File: src/rtl/ile_pkg.sv
// Package for the indexed list engine: request codes, sequencer states and the
// command struct broadcast to the storage cells. No dependencies.
package ile_pkg;

  localparam int CAP_DEF  = 256;  // default list capacity
  localparam int GROUP_W  = 16;   // cells per registered read-reduction group
  localparam int AT_W     = 13;   // index width, covers the largest capacity (4096)
  localparam int DATA_W   = 32;
  localparam int POS_W    = 10;
  localparam int COUNT_W  = 9;

  localparam logic [2:0] REQ_APPEND = 3'd0;
  localparam logic [2:0] REQ_INSERT = 3'd1;
  localparam logic [2:0] REQ_READ   = 3'd2;
  localparam logic [2:0] REQ_WRITE  = 3'd3;
  localparam logic [2:0] REQ_DELETE = 3'd4;

  typedef enum logic [1:0] {
    ST_IDLE,
    ST_EXEC,
    ST_RESULT
  } ile_state_t;

  // Command seen by every cell in the execute cycle.
  typedef struct packed {
    logic                     shift_up;  // open a slot at 'at'
    logic                     shift_dn;  // close the slot at 'at'
    logic                     load;      // overwrite the cell at 'at'
    logic [AT_W-1:0]          at;
    logic signed [DATA_W-1:0] value;
  } ile_cmd_t;

endpackage

File: src/rtl/ile_grp.sv
// Registered OR reduction over one group of cell read taps.
// Depends on ile_pkg.
module ile_grp
  import ile_pkg::*;
#(
  parameter int N = GROUP_W
) (
  input  logic                       clk,
  input  logic [N-1:0][DATA_W-1:0]   sel,
  output logic [DATA_W-1:0]          grp_data
);

  logic [DATA_W-1:0] grp_r;
  logic [DATA_W-1:0] grp_nxt;

  always_comb begin
    grp_nxt = '0;
    for (int k = 0; k < N; k++) begin
      grp_nxt = grp_nxt | sel[k];
    end
  end

  always_ff @(posedge clk) begin
    grp_r <= grp_nxt;
  end

  assign grp_data = grp_r;

endmodule

File: config.mk
export PLATFORM = sky130hd
export DESIGN_NAME = ile_grp
export DESIGN_NICKNAME = d
export VERILOG_FILES = /design/src/rtl/ile_pkg.sv /design/src/rtl/ile_grp.sv
export SDC_FILE = /design/constraint.sdc
export NUM_CORES = 1
export LEC_CHECK = 0
export BUFFER_PORTS_ARGS = -buffer_cell sky130_fd_sc_hd__buf_4
export CAP_MARGIN = 30
export CORE_AREA = 10 10 206 208
export CTS_CLUSTER_SIZE = 14
export DETAILED_ROUTE_END_ITERATION = 10
export DIE_AREA = 0 0 216 218
export HOLD_SLACK_MARGIN = 0.06
export PLACE_DENSITY_LB_ADDON = 0.3
export REMOVE_ABC_BUFFERS = 1
export SLEW_MARGIN = 20
export SYNTH_ARGS = -nofsm -noshare
export SYNTH_HDL_FRONTEND = slang
export SYNTH_SLANG_ARGS = --single-unit
export TNS_END_PERCENT = 10
File: constraint.sdc
create_clock -name clk -period 0.8 [get_ports clk]
set_input_delay 0.08 -clock clk [delete_from_list [all_inputs] [get_ports clk]]
set_output_delay 0.08 -clock clk [all_outputs]
set_load 0.01 [all_outputs]
==> impl_metrics.tcl <==
set metrics [dict create \
    syn_inst 192 \
    violations "hold timing, setup timing" \
    rsz0062_at_grt "true" \
    synth_warnings 0 \
    std_cell_rows 72 \
    arrival_ns 0.79 \
    clockBufferDepth 2 \
    min_path_type "input port to flip-flop" \
    die_w_um 216 \
    period_share_pct 109 \
    start_util_pct 4.29 \
    tns_ns -0.821 \
    worst_slack_ns -0.0687 \
    synth_area_sq_um 1640 \
    worst-path-max-fanout 1 \
    viasPerCell 3.35 \
    crit_chain "buf_6" \
    fill_cells 4313 \
    drt_wl_total_um 24400 \
    power_density_nw_per_um2 878 \
    max_stage_delay_ns 0.35 \
    grt_max_degree 10 \
    synth.largest_area_cell "nor4_1" \
    drive_above_1_share_pct 78.5 \
    synth_top_area_share_pct 48.8 \
    clockRootBuffer "clkbuf_16" \
    fmax_mhz 1150 \
    first_pass_iters 4 \
    port_buffers 544 \
    grt_usage_pct 9.62 \
    hpwl_um 22800 \
    cts_sinks 32 \
    grt_overflow 0 \
    tightestPinTransition_ns 0.549 \
    ioPinCount 545 \
    yosys-top-cells-area "nor4_1, dfxtp_1, nand4_1" \
    drt_drc_violations_left 0 \
    critical_path_buf_inv_count 1 \
    drv_cap 0 \
    antenna_found_initial 2 \
    min_period_ns 0.869 \
    cp.required_ns 0.72 \
    synthToLayoutAreaGrowth_pct 315 \
    synth_edf_count 0 \
    ys_seq_elements 32 \
    cp-start-kind "flip-flop" \
    cpMaxStageDelayCell "dfxtp_4" \
    largest_register_ffs 32 \
    holdWs_ns -0.0401 \
    synthFlopType "dfxtp_1" \
    relSlewSlack_pct 63.0 \
    diodes 0 \
    critical_path_class "flip-flop to primary output" \
    routabilityCongestion 0.910 \
    ant_nets 0 \
    status "finished with violations" \
    yosys-top-cells-count "nor4_1, dfxtp_1, nand4_1" \
    core_area_sq_um 38300 \
    dieArea_sq_um 47100 \
    ir_worst_vdd_mv 0.674 \
    grt_pass1_vias 5152 \
    die_height_um 218 \
    cts_setup_buffers 0 \
    cts_tree "built" \
    async_flop_share_pct 0 \
    avgSynthCellArea_sq_um 8.55 \
    yosysMostFrequentCell "nor4_1" \
    cts_max_level 2 \
    detail_route.wl_per_cell_um 19.1 \
    worst_setup_path_end_kind "primary output" \
    hold_viol_final 27 \
    p_leak_nw 3.12 \
    synth_seq_area_share_pct 39.0 \
    crit_family "flip-flops" \
    ys_types 3 \
    vias 4293 \
    drv_slew 0 \
    clk_pin_slew_worst_paths_ns 0.06 \
    setup_viol 32 \
    nets 1274 \
    cts_buffers 5 \
    drt-initial-drc-count 110 \
    grt_pass1_wl_um 32700 \
]
==> metal layers <==
layer  vias to the layer above  global-route usage, %  routed length, um
met3                        22                   4.49               2870
met4                         0                   4.05                593
met2                       362                   17.8              12700
li1                       2036                      -                  -
met5                         -                      0                  0
met1                      1873                   8.91               8260
==> stage by stage <==
step	util [%]	power, mW	cell area, sq um	cells	setup slack [ns]
floorplan	-	1.75	1640	192	0.241
global placement	17.0	3.82	6510	1272	-0.353
detailed placement	17.0	3.84	6510	1272	-0.333
CTS	17.7	6.26	6790	1280	-0.136
global route	17.8	6.39	6820	1280	-0.128
finish	17.8	5.99	6820	1280	-0.0687
==> cells by family after synthesis <==
| family | synth area share [%] |
|---|---|
| flip-flops | 39.0 |
| AND/OR/NAND/NOR | 61.0 |
==> placed cells by master (no fill, tap or decap) <==
master     synthesis  layout
dfxtp_1           32       4
nand4_1           32      32
buf_6              0      30
nor4_1           128     126
clkbuf_1           0       2
clkbuf_16          0       5
clkbuf_8           0       1
dfxtp_2            0      27
dfxtp_4            0       1
buf_4              0     532
nor4_2             0       2
==> layout make-up <==
type                       count  area (sq um)  share of cell area [%]
multi-input combinational    160          1010                    14.9
tap                          518           648                    9.51
timing repair buffer         562          4330                    63.5
clock buffer                   8           146                    2.15
sequential                    32           678                    9.95
==> power by group <==
| part | internal, mW | switching, mW |
|---|---|---|
| sequential | 1.59 | 0.0000224 |
| clock | 1.25 | 0.949 |
| combinational | 1.66 | 0.538 |
| total | 4.50 | 1.49 |
==> final timing paths <==
check | from | endpoint | slack [ns] | cells past startpoint
setup / recovery | grp_data[15] | grp_data[15] | -0.07 | 1
hold / removal | sel[507] | grp_data[27] | -0.04 | 3
==> what timing repair did <==
action | in CTS | in global routing
gates cloned | 0 | 0
endpoints found under the setup margin | 32 | 33
resized for setup | 50 | 11
hold endpoints to repair | 32 | 31
(Power assumes the default switching activity.)
