[src/rtl/ile_pkg.sv]
// Package for the indexed list engine: request codes, sequencer states and the
// command struct broadcast to the storage cells. No dependencies.
package ile_pkg;

  localparam int CAP_DEF  = 256;  // default list capacity
  localparam int GROUP_W  = 16;   // cells per registered read-reduction group
  localparam int AT_W     = 13;   // index width, covers the largest capacity (4096)
  localparam int DATA_W   = 32;
  localparam int POS_W    = 10;
  localparam int COUNT_W  = 9;

  localparam logic [2:0] REQ_APPEND = 3'd0;
  localparam logic [2:0] REQ_INSERT = 3'd1;
  localparam logic [2:0] REQ_READ   = 3'd2;
  localparam logic [2:0] REQ_WRITE  = 3'd3;
  localparam logic [2:0] REQ_DELETE = 3'd4;

  typedef enum logic [1:0] {
    ST_IDLE,
    ST_EXEC,
    ST_RESULT
  } ile_state_t;

  // Command seen by every cell in the execute cycle.
  typedef struct packed {
    logic                     shift_up;  // open a slot at 'at'
    logic                     shift_dn;  // close the slot at 'at'
    logic                     load;      // overwrite the cell at 'at'
    logic [AT_W-1:0]          at;
    logic signed [DATA_W-1:0] value;
  } ile_cmd_t;

endpackage

[src/rtl/ile_cell.sv]
// One storage cell of the list chain: holds one element, takes its left or
// right neighbor on a shift. Depends on ile_pkg.
module ile_cell
  import ile_pkg::*;
#(
  parameter int INDEX = 0
) (
  input  logic                     clk,
  input  ile_cmd_t                 cmd,
  input  logic signed [DATA_W-1:0] left_data,
  input  logic signed [DATA_W-1:0] right_data,
  output logic signed [DATA_W-1:0] data,
  output logic signed [DATA_W-1:0] sel_data
);

  localparam logic [AT_W-1:0] IDX = AT_W'(INDEX);

  logic signed [DATA_W-1:0] data_r;
  logic signed [DATA_W-1:0] data_nxt;
  logic                     here;

  assign here = (cmd.at == IDX);

  always_comb begin
    data_nxt = data_r;
    if (cmd.shift_up) begin
      if (here) begin
        data_nxt = cmd.value;
      end else if (IDX > cmd.at) begin
        data_nxt = left_data;
      end
    end else if (cmd.shift_dn) begin
      if (IDX >= cmd.at) begin
        data_nxt = right_data;
      end
    end else if (cmd.load && here) begin
      data_nxt = cmd.value;
    end
  end

  always_ff @(posedge clk) begin
    data_r <= data_nxt;
  end

  assign data     = data_r;
  // read tap: only the addressed cell contributes to the OR reduction
  assign sel_data = here ? data_r : '0;

endmodule

[config.mk]
export PLATFORM = sky130hd
export DESIGN_NAME = ile_cell
export DESIGN_NICKNAME = d
export VERILOG_FILES = /design/src/rtl/ile_pkg.sv /design/src/rtl/ile_cell.sv
export SDC_FILE = /design/constraint.sdc
export NUM_CORES = 1
export LEC_CHECK = 0
export ABC_CLOCK_PERIOD_IN_PS = 2500
export BUFFER_PORTS_ARGS = -buffer_cell sky130_fd_sc_hd__buf_2
export CORE_MARGIN = 4
export CORE_UTILIZATION = 38
export DETAILED_ROUTE_END_ITERATION = 16
export GPL_TIMING_DRIVEN = 0
export PLACE_DENSITY = 0.76
export SYNTH_ARGS = -nofsm -noshare
export SYNTH_HDL_FRONTEND = slang
export SYNTH_SLANG_ARGS = --single-unit
[constraint.sdc]
create_clock -name clk -period 2.5 [get_ports clk]
set_clock_uncertainty 0.2 [all_clocks]
set_input_delay 0.125 -clock clk [delete_from_list [all_inputs] [get_ports clk]]
set_output_delay 0.125 -clock clk [all_outputs]
set_load 0.01 [all_outputs]
==> impl_metrics.env, run 1 <==
export IMPL_outcome="finished clean"
export IMPL_layout_drive_gt1_share_pct=41.8
export IMPL_largest_register_ffs=32
export IMPL_synth_area_leader_cell="edfxtp_1"
export IMPL_synth_top_area_share_pct=35.5
export IMPL_drt_initial_drc_count=145
export IMPL_h_tree_depth=2
export IMPL_slew_headroom_pct=49.7
export IMPL_p_int_uw=935
export IMPL_ant_nets=0
export IMPL_fillers=676
export IMPL_synth_area_top_cells="edfxtp_1, a311oi_1, a41oi_1"
export IMPL_vdd_drop_max_v=0.000154
export IMPL_max_stage_delay_ns=0.62
export IMPL_final_cell_area_um2=3790
export IMPL_combPwrFrac_pct=23.4
export IMPL_setup_tns_ns=0
export IMPL_arrival_ns=2.00
export IMPL_die_area_um2=8540
export IMPL_cts_setup_buffers=0
export IMPL_wl_um=9540
export IMPL_crit_top_cell="buf_4"
export IMPL_holdPathStages=3
export IMPL_rsz0062_at_grt="false"
export IMPL_grt_pass1_wl_um=15300
export IMPL_root_buffer="clkbuf_8"
export IMPL_synth_fp_nets=411
export IMPL_fin_crit_sh_pct=90.6
export IMPL_clockBufferDepth=2
export IMPL_critPathLaunchType="primary input"
export IMPL_first_pass_iters=4
export IMPL_critPathTopFamily="simple AND/OR/NAND/NOR gates"
export IMPL_placedCellCount=569
export IMPL_final_common_cell="buf_2"
export IMPL_gp_congestion=0.819
export IMPL_switchingPower_uw=359
export IMPL_post_cts_resized=1
export IMPL_area_delta_synth_final_pct=40.1
export IMPL_cp_max_fo=32
export IMPL_critPathCaptureType="register"
export IMPL_vias=3111
export IMPL_ys_warn_count=0
export IMPL_cts_tree="yes"
export IMPL_cts_buffers=5
export IMPL_leakagePower_nw=1.75
export IMPL_fp_coreArea_um2=6870
export IMPL_worstPathCellList="buf_2 > nor3_1 > and4_1 > buf_4 > buf_4 > o31a_4"
export IMPL_grt_usage_pct=22.2
export IMPL_syn_cell_area_um2=2710
export IMPL_die_y_um=92.4
export IMPL_worstHoldPathType="primary input to register"
export IMPL_io_buffers=175
export IMPL_layout_nets=593
export IMPL_synth_seq_area_share_pct=35.5
export IMPL_dp_hpwl_um=7580
export IMPL_period_needed_ns=2.27
export IMPL_slew_viol_final=0
export IMPL_drc=0
export IMPL_fin_cells=577
export IMPL_post_place_ws_ns=-0.413
export IMPL_pwr_density_cell_nw_per_um2=341
export IMPL_clock_sinks=32
export IMPL_overflow=0
export IMPL_path_clk_slew_ns=0.07
export IMPL_netlist_instances=298
export IMPL_worst_slew_pin_slew_ns=0.749
export IMPL_antenna_found_initial=0
export IMPL_cts_hold_buf=0
export IMPL_placed_area_um2=3700
export IMPL_vias_per_cell=5.39
export IMPL_start_util_pct=39.4
export IMPL_worst_path_buf_inv=3
export IMPL_syn_avg_cell_area_um2=9.08
export IMPL_p_clk_share_pct=30.6
export IMPL_worstSetupPathType="primary input to register"
export IMPL_critPathSlowestCell="nor3_1"
export IMPL_cp_required_ns=2.23
export IMPL_switching_share_pct=27.7
export IMPL_synth_seq_cells=32
export IMPL_rows=30
export IMPL_fmax_mhz=441
export IMPL_path_depth=6
export IMPL_fp_dieW_um=92.4
export IMPL_n_antenna_cell=0
export IMPL_setup_viol=0
export IMPL_io_pins=177
export IMPL_hold_viol_final=0
export IMPL_wl_per_cell_um=16.5
export IMPL_maxCapViolCount=0
export IMPL_p_seq_share_pct=46.1
export IMPL_grt_start_max_net_pins=33
export IMPL_ys_types=16
export IMPL_totalPowerFinal_mw=1.29
export IMPL_fin_ws_ns=0.234
export IMPL_grt_pass1_vias=3101
[synth_stat cells]
cell type / instances
edfxtp_1: 32
a311oi_1: 32
buf_4: 6
nor3_1: 1
nand2b_1: 32
inv_1: 32
o31a_1: 1
and2_1: 32
nor2b_1: 32
nor2_1: 1
a41oi_1: 32
clkbuf_1: 18
and4_1: 1
nor4_2: 2
a211oi_1: 32
buf_2: 12
[through the flow]
step | hold slack [ns] | util (%)
after floorplan | 0.193 | -
after global placement | 0.313 | 53.9
after detailed placement | 0.322 | 53.9
after CTS | 0.0222 | 55.2
after global routing | 0.0257 | 55.2
final | 0.0245 | 55.2
[logic make-up (layout without fill, tap and decap cells)]
group           count (synthesis)  count (layout)  share of synthesized area [%]
flops                          32              32                           35.5
compound gates                 97              97                           29.9
simple gates                  101             101                           23.8
buf+inv                        68             251                           10.8
[final cells by class]
| type | count | area (um^2) | area share, % |
|---|---|---|---|
| Sequential cell | 32 | 961 | 25.3 |
| Inverter | 32 | 120 | 3.17 |
| Multi-Input combinational cell | 198 | 1460 | 38.5 |
| Tap cell | 96 | 120 | 3.17 |
| Clock inverter | 1 | 3.75 | 0.0990 |
| Buffer | 36 | 173 | 4.55 |
| Clock buffer | 7 | 76.3 | 2.01 |
| Timing Repair Buffer | 175 | 876 | 23.1 |
[power groups by stage]
| stage | clock network, mW | registers (mW) | logic (mW) |
|---|---|---|---|
| CTS | 0.389 | 0.596 | 0.301 |
| detailed placement | 0 | 0.608 | 0.299 |
| global route | 0.420 | 0.596 | 0.336 |
| global placement | 0 | 0.608 | 0.290 |
| finish | 0.395 | 0.596 | 0.302 |
| floorplan | 0 | 0.608 | 0.162 |
[final timing paths]
kind,startpoint,end,slack [ns]
worst max-delay path,cmd[40],data[8],0.23
worst min-delay path,cmd[30],data[30],0.02
[routing by layer]
metal	track usage (%)	routed length [um]
met5	0	0
met4	5.57	158
met3	5.20	758
met2	39.0	4760
met1	27.2	3870
No activity file was read; power rests on OpenSTA's default activity.
==> inputs of run 2 (changes only) <==
--- a/config.mk
+++ b/config.mk
@@ -7,11 +7,11 @@
 export LEC_CHECK = 0
 export ABC_CLOCK_PERIOD_IN_PS = 2500
 export BUFFER_PORTS_ARGS = -buffer_cell sky130_fd_sc_hd__buf_2
-export CORE_MARGIN = 4
-export CORE_UTILIZATION = 38
+export CORE_MARGIN = 3
+export CORE_UTILIZATION = 39
 export DETAILED_ROUTE_END_ITERATION = 16
 export GPL_TIMING_DRIVEN = 0
-export PLACE_DENSITY = 0.76
+export PLACE_DENSITY = 0.78
 export SYNTH_ARGS = -nofsm -noshare
 export SYNTH_HDL_FRONTEND = slang
 export SYNTH_SLANG_ARGS = --single-unit
==> impl_metrics.env, run 2 (same netlist as run 1, synthesis figures left out) <==
export IMPL_worst_hold_slack_ns=0.0297
export IMPL_seq_area_um2=961
export IMPL_rsz0062_at_grt="false"
export IMPL_drt_initial_drc_count=136
export IMPL_setup_viol=0
export IMPL_clockBufferDepth=2
export IMPL_h_tree_depth=2
export IMPL_outcome="finished clean"
export IMPL_cts_buffers=5
export IMPL_drc=0
export IMPL_ant_nets=0
export IMPL_area_delta_synth_final_pct=38.9
export IMPL_cts_tree="yes"
export IMPL_layout_nets=593
export IMPL_start_util_pct=41.4
export IMPL_post_cts_resized=1
export IMPL_totalPowerFinal_mw=1.26
export IMPL_io_buffers=175
export IMPL_placedCellCount=550
export IMPL_fin_crit_sh_pct=91.8
export IMPL_clock_sinks=32
export IMPL_rows=29
export IMPL_period_needed_ns=2.29
export IMPL_gp_congestion=0.788
export IMPL_vdd_drop_max_v=0.000202
export IMPL_critPathCaptureType="register"
export IMPL_vias_per_cell=5.62
export IMPL_wl_per_cell_um=17.1
export IMPL_hold_viol_final=0
export IMPL_final_cell_area_um2=3760
export IMPL_cts_setup_buffers=0
export IMPL_fp_coreArea_um2=6530
export IMPL_multi_input_area_um2=1460
export IMPL_dp_hpwl_um=7400
export IMPL_critPathLaunch="cmd[40]"
export IMPL_fp_dieW_um=89.3
export IMPL_max_stage_delay_ns=0.65
export IMPL_grt_pass1_vias=2920
export IMPL_io_pins=177
export IMPL_root_buffer="clkbuf_8"
export IMPL_maxCapViolCount=0
export IMPL_worstPathCellList="buf_2 > nor3_1 > and4_1 > buf_4 > buf_4 > o31a_4"
export IMPL_cts_hold_buf=0
export IMPL_slew_headroom_pct=47.0
export IMPL_worstHoldPathType="primary input to register"
export IMPL_endpoint="data[14]"
export IMPL_grt_pass1_wl_um=14100
export IMPL_fmax_mhz=436
export IMPL_antenna_found_initial=0
export IMPL_final_common_cell="buf_2"
export IMPL_cp_max_fo=32
export IMPL_worstSetupPathType="primary input to register"
export IMPL_vias=3125
export IMPL_critPathSlowestCell="nor3_1"
export IMPL_arrival_ns=2.02
export IMPL_path_clk_slew_ns=0.07
export IMPL_layout_drive_gt1_share_pct=42.1
export IMPL_grt_start_max_net_pins=33
export IMPL_placed_area_um2=3680
export IMPL_die_area_um2=7970
export IMPL_grt_usage_pct=22.9
export IMPL_first_pass_iters=5
export IMPL_worst_slew_pin_slew_ns=0.788
export IMPL_leakagePower_nw=1.75
export IMPL_wl_um=9500
export IMPL_pwr_density_cell_nw_per_um2=334
export IMPL_cp_required_ns=2.22
export IMPL_critPathLaunchType="primary input"
export IMPL_fin_ws_ns=0.205
export IMPL_die_y_um=89.3
export IMPL_post_place_ws_ns=-0.399
export IMPL_fillers=621
export IMPL_fin_cells=556
export IMPL_crit_top_cell="buf_4"
export IMPL_slew_viol_final=0
export IMPL_overflow=0
export IMPL_largest_register_ffs=32
run 2: cell count changes in the layout (fill, tap and decap cells not counted):
cell	delta
clkbuf_1	-2
clkinv_1	-1
diode_2	+1
run 2: critical path: cells and delay by family:
family / cells / cell delay (ns)
simple gates: 2 / 0.97
buf+inv: 3 / 0.45
compound gates: 1 / 0.44
run 2: report_power, final:
part / switching (mW) / total, mW / internal (mW)
combinational: 0.157 / 0.302 / 0.145
sequential: 0.0000369 / 0.596 / 0.596
clock: 0.179 / 0.358 / 0.179
run 2: final cells by class:
class,instances,share of cell area (%)
clock buffers,5,1.83
multi-input cells,198,38.9
flip-flops and latches,32,25.6
well taps,77,2.56
repair buffers,175,23.3
inverters,32,3.20
diodes,1,0.0666
plain buffers,36,4.59
run 2: worst min path at each step:
stage	cells past startpoint	start	end	slack, ns
finish	3	cmd[30]	data[30]	0.03
global route	3	cmd[13]	data[13]	0.03
CTS	3	cmd[30]	data[30]	0.02
detailed placement	3	cmd[30]	data[30]	0.32
global placement	3	cmd[30]	data[30]	0.31
floorplan	2	cmd[30]	data[30]	0.19
run 2: layer usage:
metal / vias up / track usage, % / part of all wire [%]
li1: 1489 / - / -
met4: 0 / 5.68 / 1.3
met3: 14 / 5.16 / 9.6
met5: - / 0 / 0
met2: 170 / 39.9 / 50
met1: 1452 / 28.6 / 39
run 2: through the flow:
stage | utilization, % | setup TNS [ns]
3_5_place_dp | 56.3 | -12.71
4_1_cts | 57.5 | 0
3_3_place_gp | 56.3 | -12.11
5_1_grt | 57.5 | 0
2_1_floorplan | - | 0
6_report | 57.5 | 0
==> inputs of run 3 (changes only) <==
--- a/config.mk
+++ b/config.mk
@@ -5,13 +5,13 @@
 export SDC_FILE = /design/constraint.sdc
 export NUM_CORES = 1
 export LEC_CHECK = 0
-export ABC_CLOCK_PERIOD_IN_PS = 2500
+export ABC_CLOCK_PERIOD_IN_PS = 2700
 export BUFFER_PORTS_ARGS = -buffer_cell sky130_fd_sc_hd__buf_2
 export CORE_MARGIN = 3
-export CORE_UTILIZATION = 39
+export CORE_UTILIZATION = 40
 export DETAILED_ROUTE_END_ITERATION = 16
 export GPL_TIMING_DRIVEN = 0
-export PLACE_DENSITY = 0.78
+export PLACE_DENSITY = 0.77
 export SYNTH_ARGS = -nofsm -noshare
 export SYNTH_HDL_FRONTEND = slang
 export SYNTH_SLANG_ARGS = --single-unit
==> constraint.sdc (replaced) <==
create_clock -name clk -period 2.7 [get_ports clk]
set_clock_uncertainty 0.2 [all_clocks]
set_input_delay 0.135 -clock clk [delete_from_list [all_inputs] [get_ports clk]]
set_output_delay 0.135 -clock clk [all_outputs]
set_load 0.01 [all_outputs]
==> impl_metrics.env, run 3 (same netlist as run 1, synthesis figures left out) <==
export IMPL_grt_pass1_vias=2976
export IMPL_rows=29
export IMPL_layout_drive_gt1_share_pct=41.8
export IMPL_post_place_ws_ns=-0.203
export IMPL_fin_util_pct=58.3
export IMPL_clock_sinks=32
export IMPL_critPathCaptureType="register"
export IMPL_drt_initial_drc_count=89
export IMPL_final_common_cell="buf_2"
export IMPL_layout_nets=593
export IMPL_gp_congestion=0.838
export IMPL_worst_hold_slack_ns=0.0389
export IMPL_critPathLaunchType="primary input"
export IMPL_maxCapViolCount=0
export IMPL_cp_max_fo=32
export IMPL_holdPathStages=3
export IMPL_setup_viol=0
export IMPL_largest_register_ffs=32
export IMPL_vdd_drop_max_v=0.000172
export IMPL_setup_tns_ns=0
export IMPL_pwr_density_cell_nw_per_um2=315
export IMPL_placedCellCount=550
export IMPL_drc=0
export IMPL_gr_usage_met2_pct=43.1
export IMPL_first_pass_iters=4
export IMPL_totalPowerFinal_mw=1.19
export IMPL_fin_cells=558
export IMPL_clockBufferDepth=2
export IMPL_io_pins=177
export IMPL_outcome="finished clean"
export IMPL_grt_usage_pct=22.9
export IMPL_fmax_mhz=440
export IMPL_cp_required_ns=2.43
export IMPL_worstSetupPathType="primary input to register"
export IMPL_period_needed_ns=2.27
export IMPL_grt_util_met3_pct=4.38
export IMPL_antenna_found_initial=0
export IMPL_p_clk_share_pct=29.9
export IMPL_wl_um=9160
export IMPL_area_delta_synth_final_pct=39.2
export IMPL_io_buffers=175
export IMPL_wl_per_cell_um=16.4
export IMPL_switchingPower_uw=321
export IMPL_fin_crit_sh_pct=84.2
export IMPL_grt_start_max_net_pins=33
export IMPL_arrival_ns=2.00
export IMPL_grt_pass1_wl_um=13800
export IMPL_root_buffer="clkbuf_8"
export IMPL_slew_viol_final=0
export IMPL_fin_ws_ns=0.426
export IMPL_placed_area_um2=3680
export IMPL_die_area_um2=7790
export IMPL_vias_per_cell=5.56
export IMPL_h_tree_depth=2
export IMPL_path_clk_slew_ns=0.07
export IMPL_cts_buffers=5
export IMPL_hold_viol_final=0
export IMPL_n_antenna_cell=0
export IMPL_p_int_uw=865
export IMPL_rsz0062_at_grt="false"
export IMPL_dp_hpwl_um=7280
export IMPL_ant_nets=0
export IMPL_vias=3104
export IMPL_fp_coreArea_um2=6460
export IMPL_die_y_um=88.3
export IMPL_overflow=0
export IMPL_worst_slew_pin_slew_ns=0.722
export IMPL_start_util_pct=41.9
export IMPL_worstHoldPathType="primary input to register"
export IMPL_grtUsageMet1_pct=26.2
export IMPL_p_seq_share_pct=46.5
export IMPL_combPwrFrac_pct=23.6
export IMPL_fillers=596
export IMPL_top_usage_layer="met2"
export IMPL_cts_tree="yes"
export IMPL_slew_headroom_pct=51.5
export IMPL_final_cell_area_um2=3770
export IMPL_leakagePower_nw=1.75
export IMPL_cts_setup_buffers=0
export IMPL_fp_dieW_um=88.3
export IMPL_switching_share_pct=27.0
run 3: changes by cell type in the layout (fill, tap and decap cells not counted):
cell and delta:
clkinv_1 +1, diode_2 -1, clkbuf_1 +2
run 3: timing repair:
item                                    CTS  global route
endpoints found under the setup margin    0            32
hold buffers                              0             0
resized for setup                         0             1
run 3: path summary, 6_finish.rpt:
path                  slack (ns)       end  startpoint
worst max-delay path        0.43  data[30]     cmd[39]
worst min-delay path        0.04  data[16]     cmd[16]
run 3: layer usage:
layer  vias up  part of all wire, %  routed length, um
li1       1494                    -                  -
met1      1453                   40               3660
met3        14                  7.2                656
met2       143                   51               4690
met5         -                    0                  0
met4         0                  1.7                155
run 3: layout make-up:
cell class | count | area, um^2 | share of cell area, %
Timing Repair Buffer | 175 | 876 | 23.2
Inverter | 32 | 120 | 3.19
Multi-Input combinational cell | 198 | 1460 | 38.8
Tap cell | 77 | 96.3 | 2.56
Clock inverter | 1 | 3.75 | 0.0996
Buffer | 36 | 173 | 4.58
Sequential cell | 32 | 961 | 25.5
Clock buffer | 7 | 76.3 | 2.03
run 3: worst max-delay path: stages:
cell	delay, ns
buf_2	0.11
nor4_2	0.63
and4_1	0.31
buf_4	0.17
buf_4	0.18
o31a_4	0.44
run 3: power by group through the flow:
stage	combinational (mW)	clock (mW)	sequential (mW)
floorplan	0.150	0	0.563
finish	0.280	0.354	0.552
detailed placement	0.277	0	0.563
global route	0.311	0.383	0.552
global placement	0.268	0	0.563
CTS	0.277	0.359	0.552
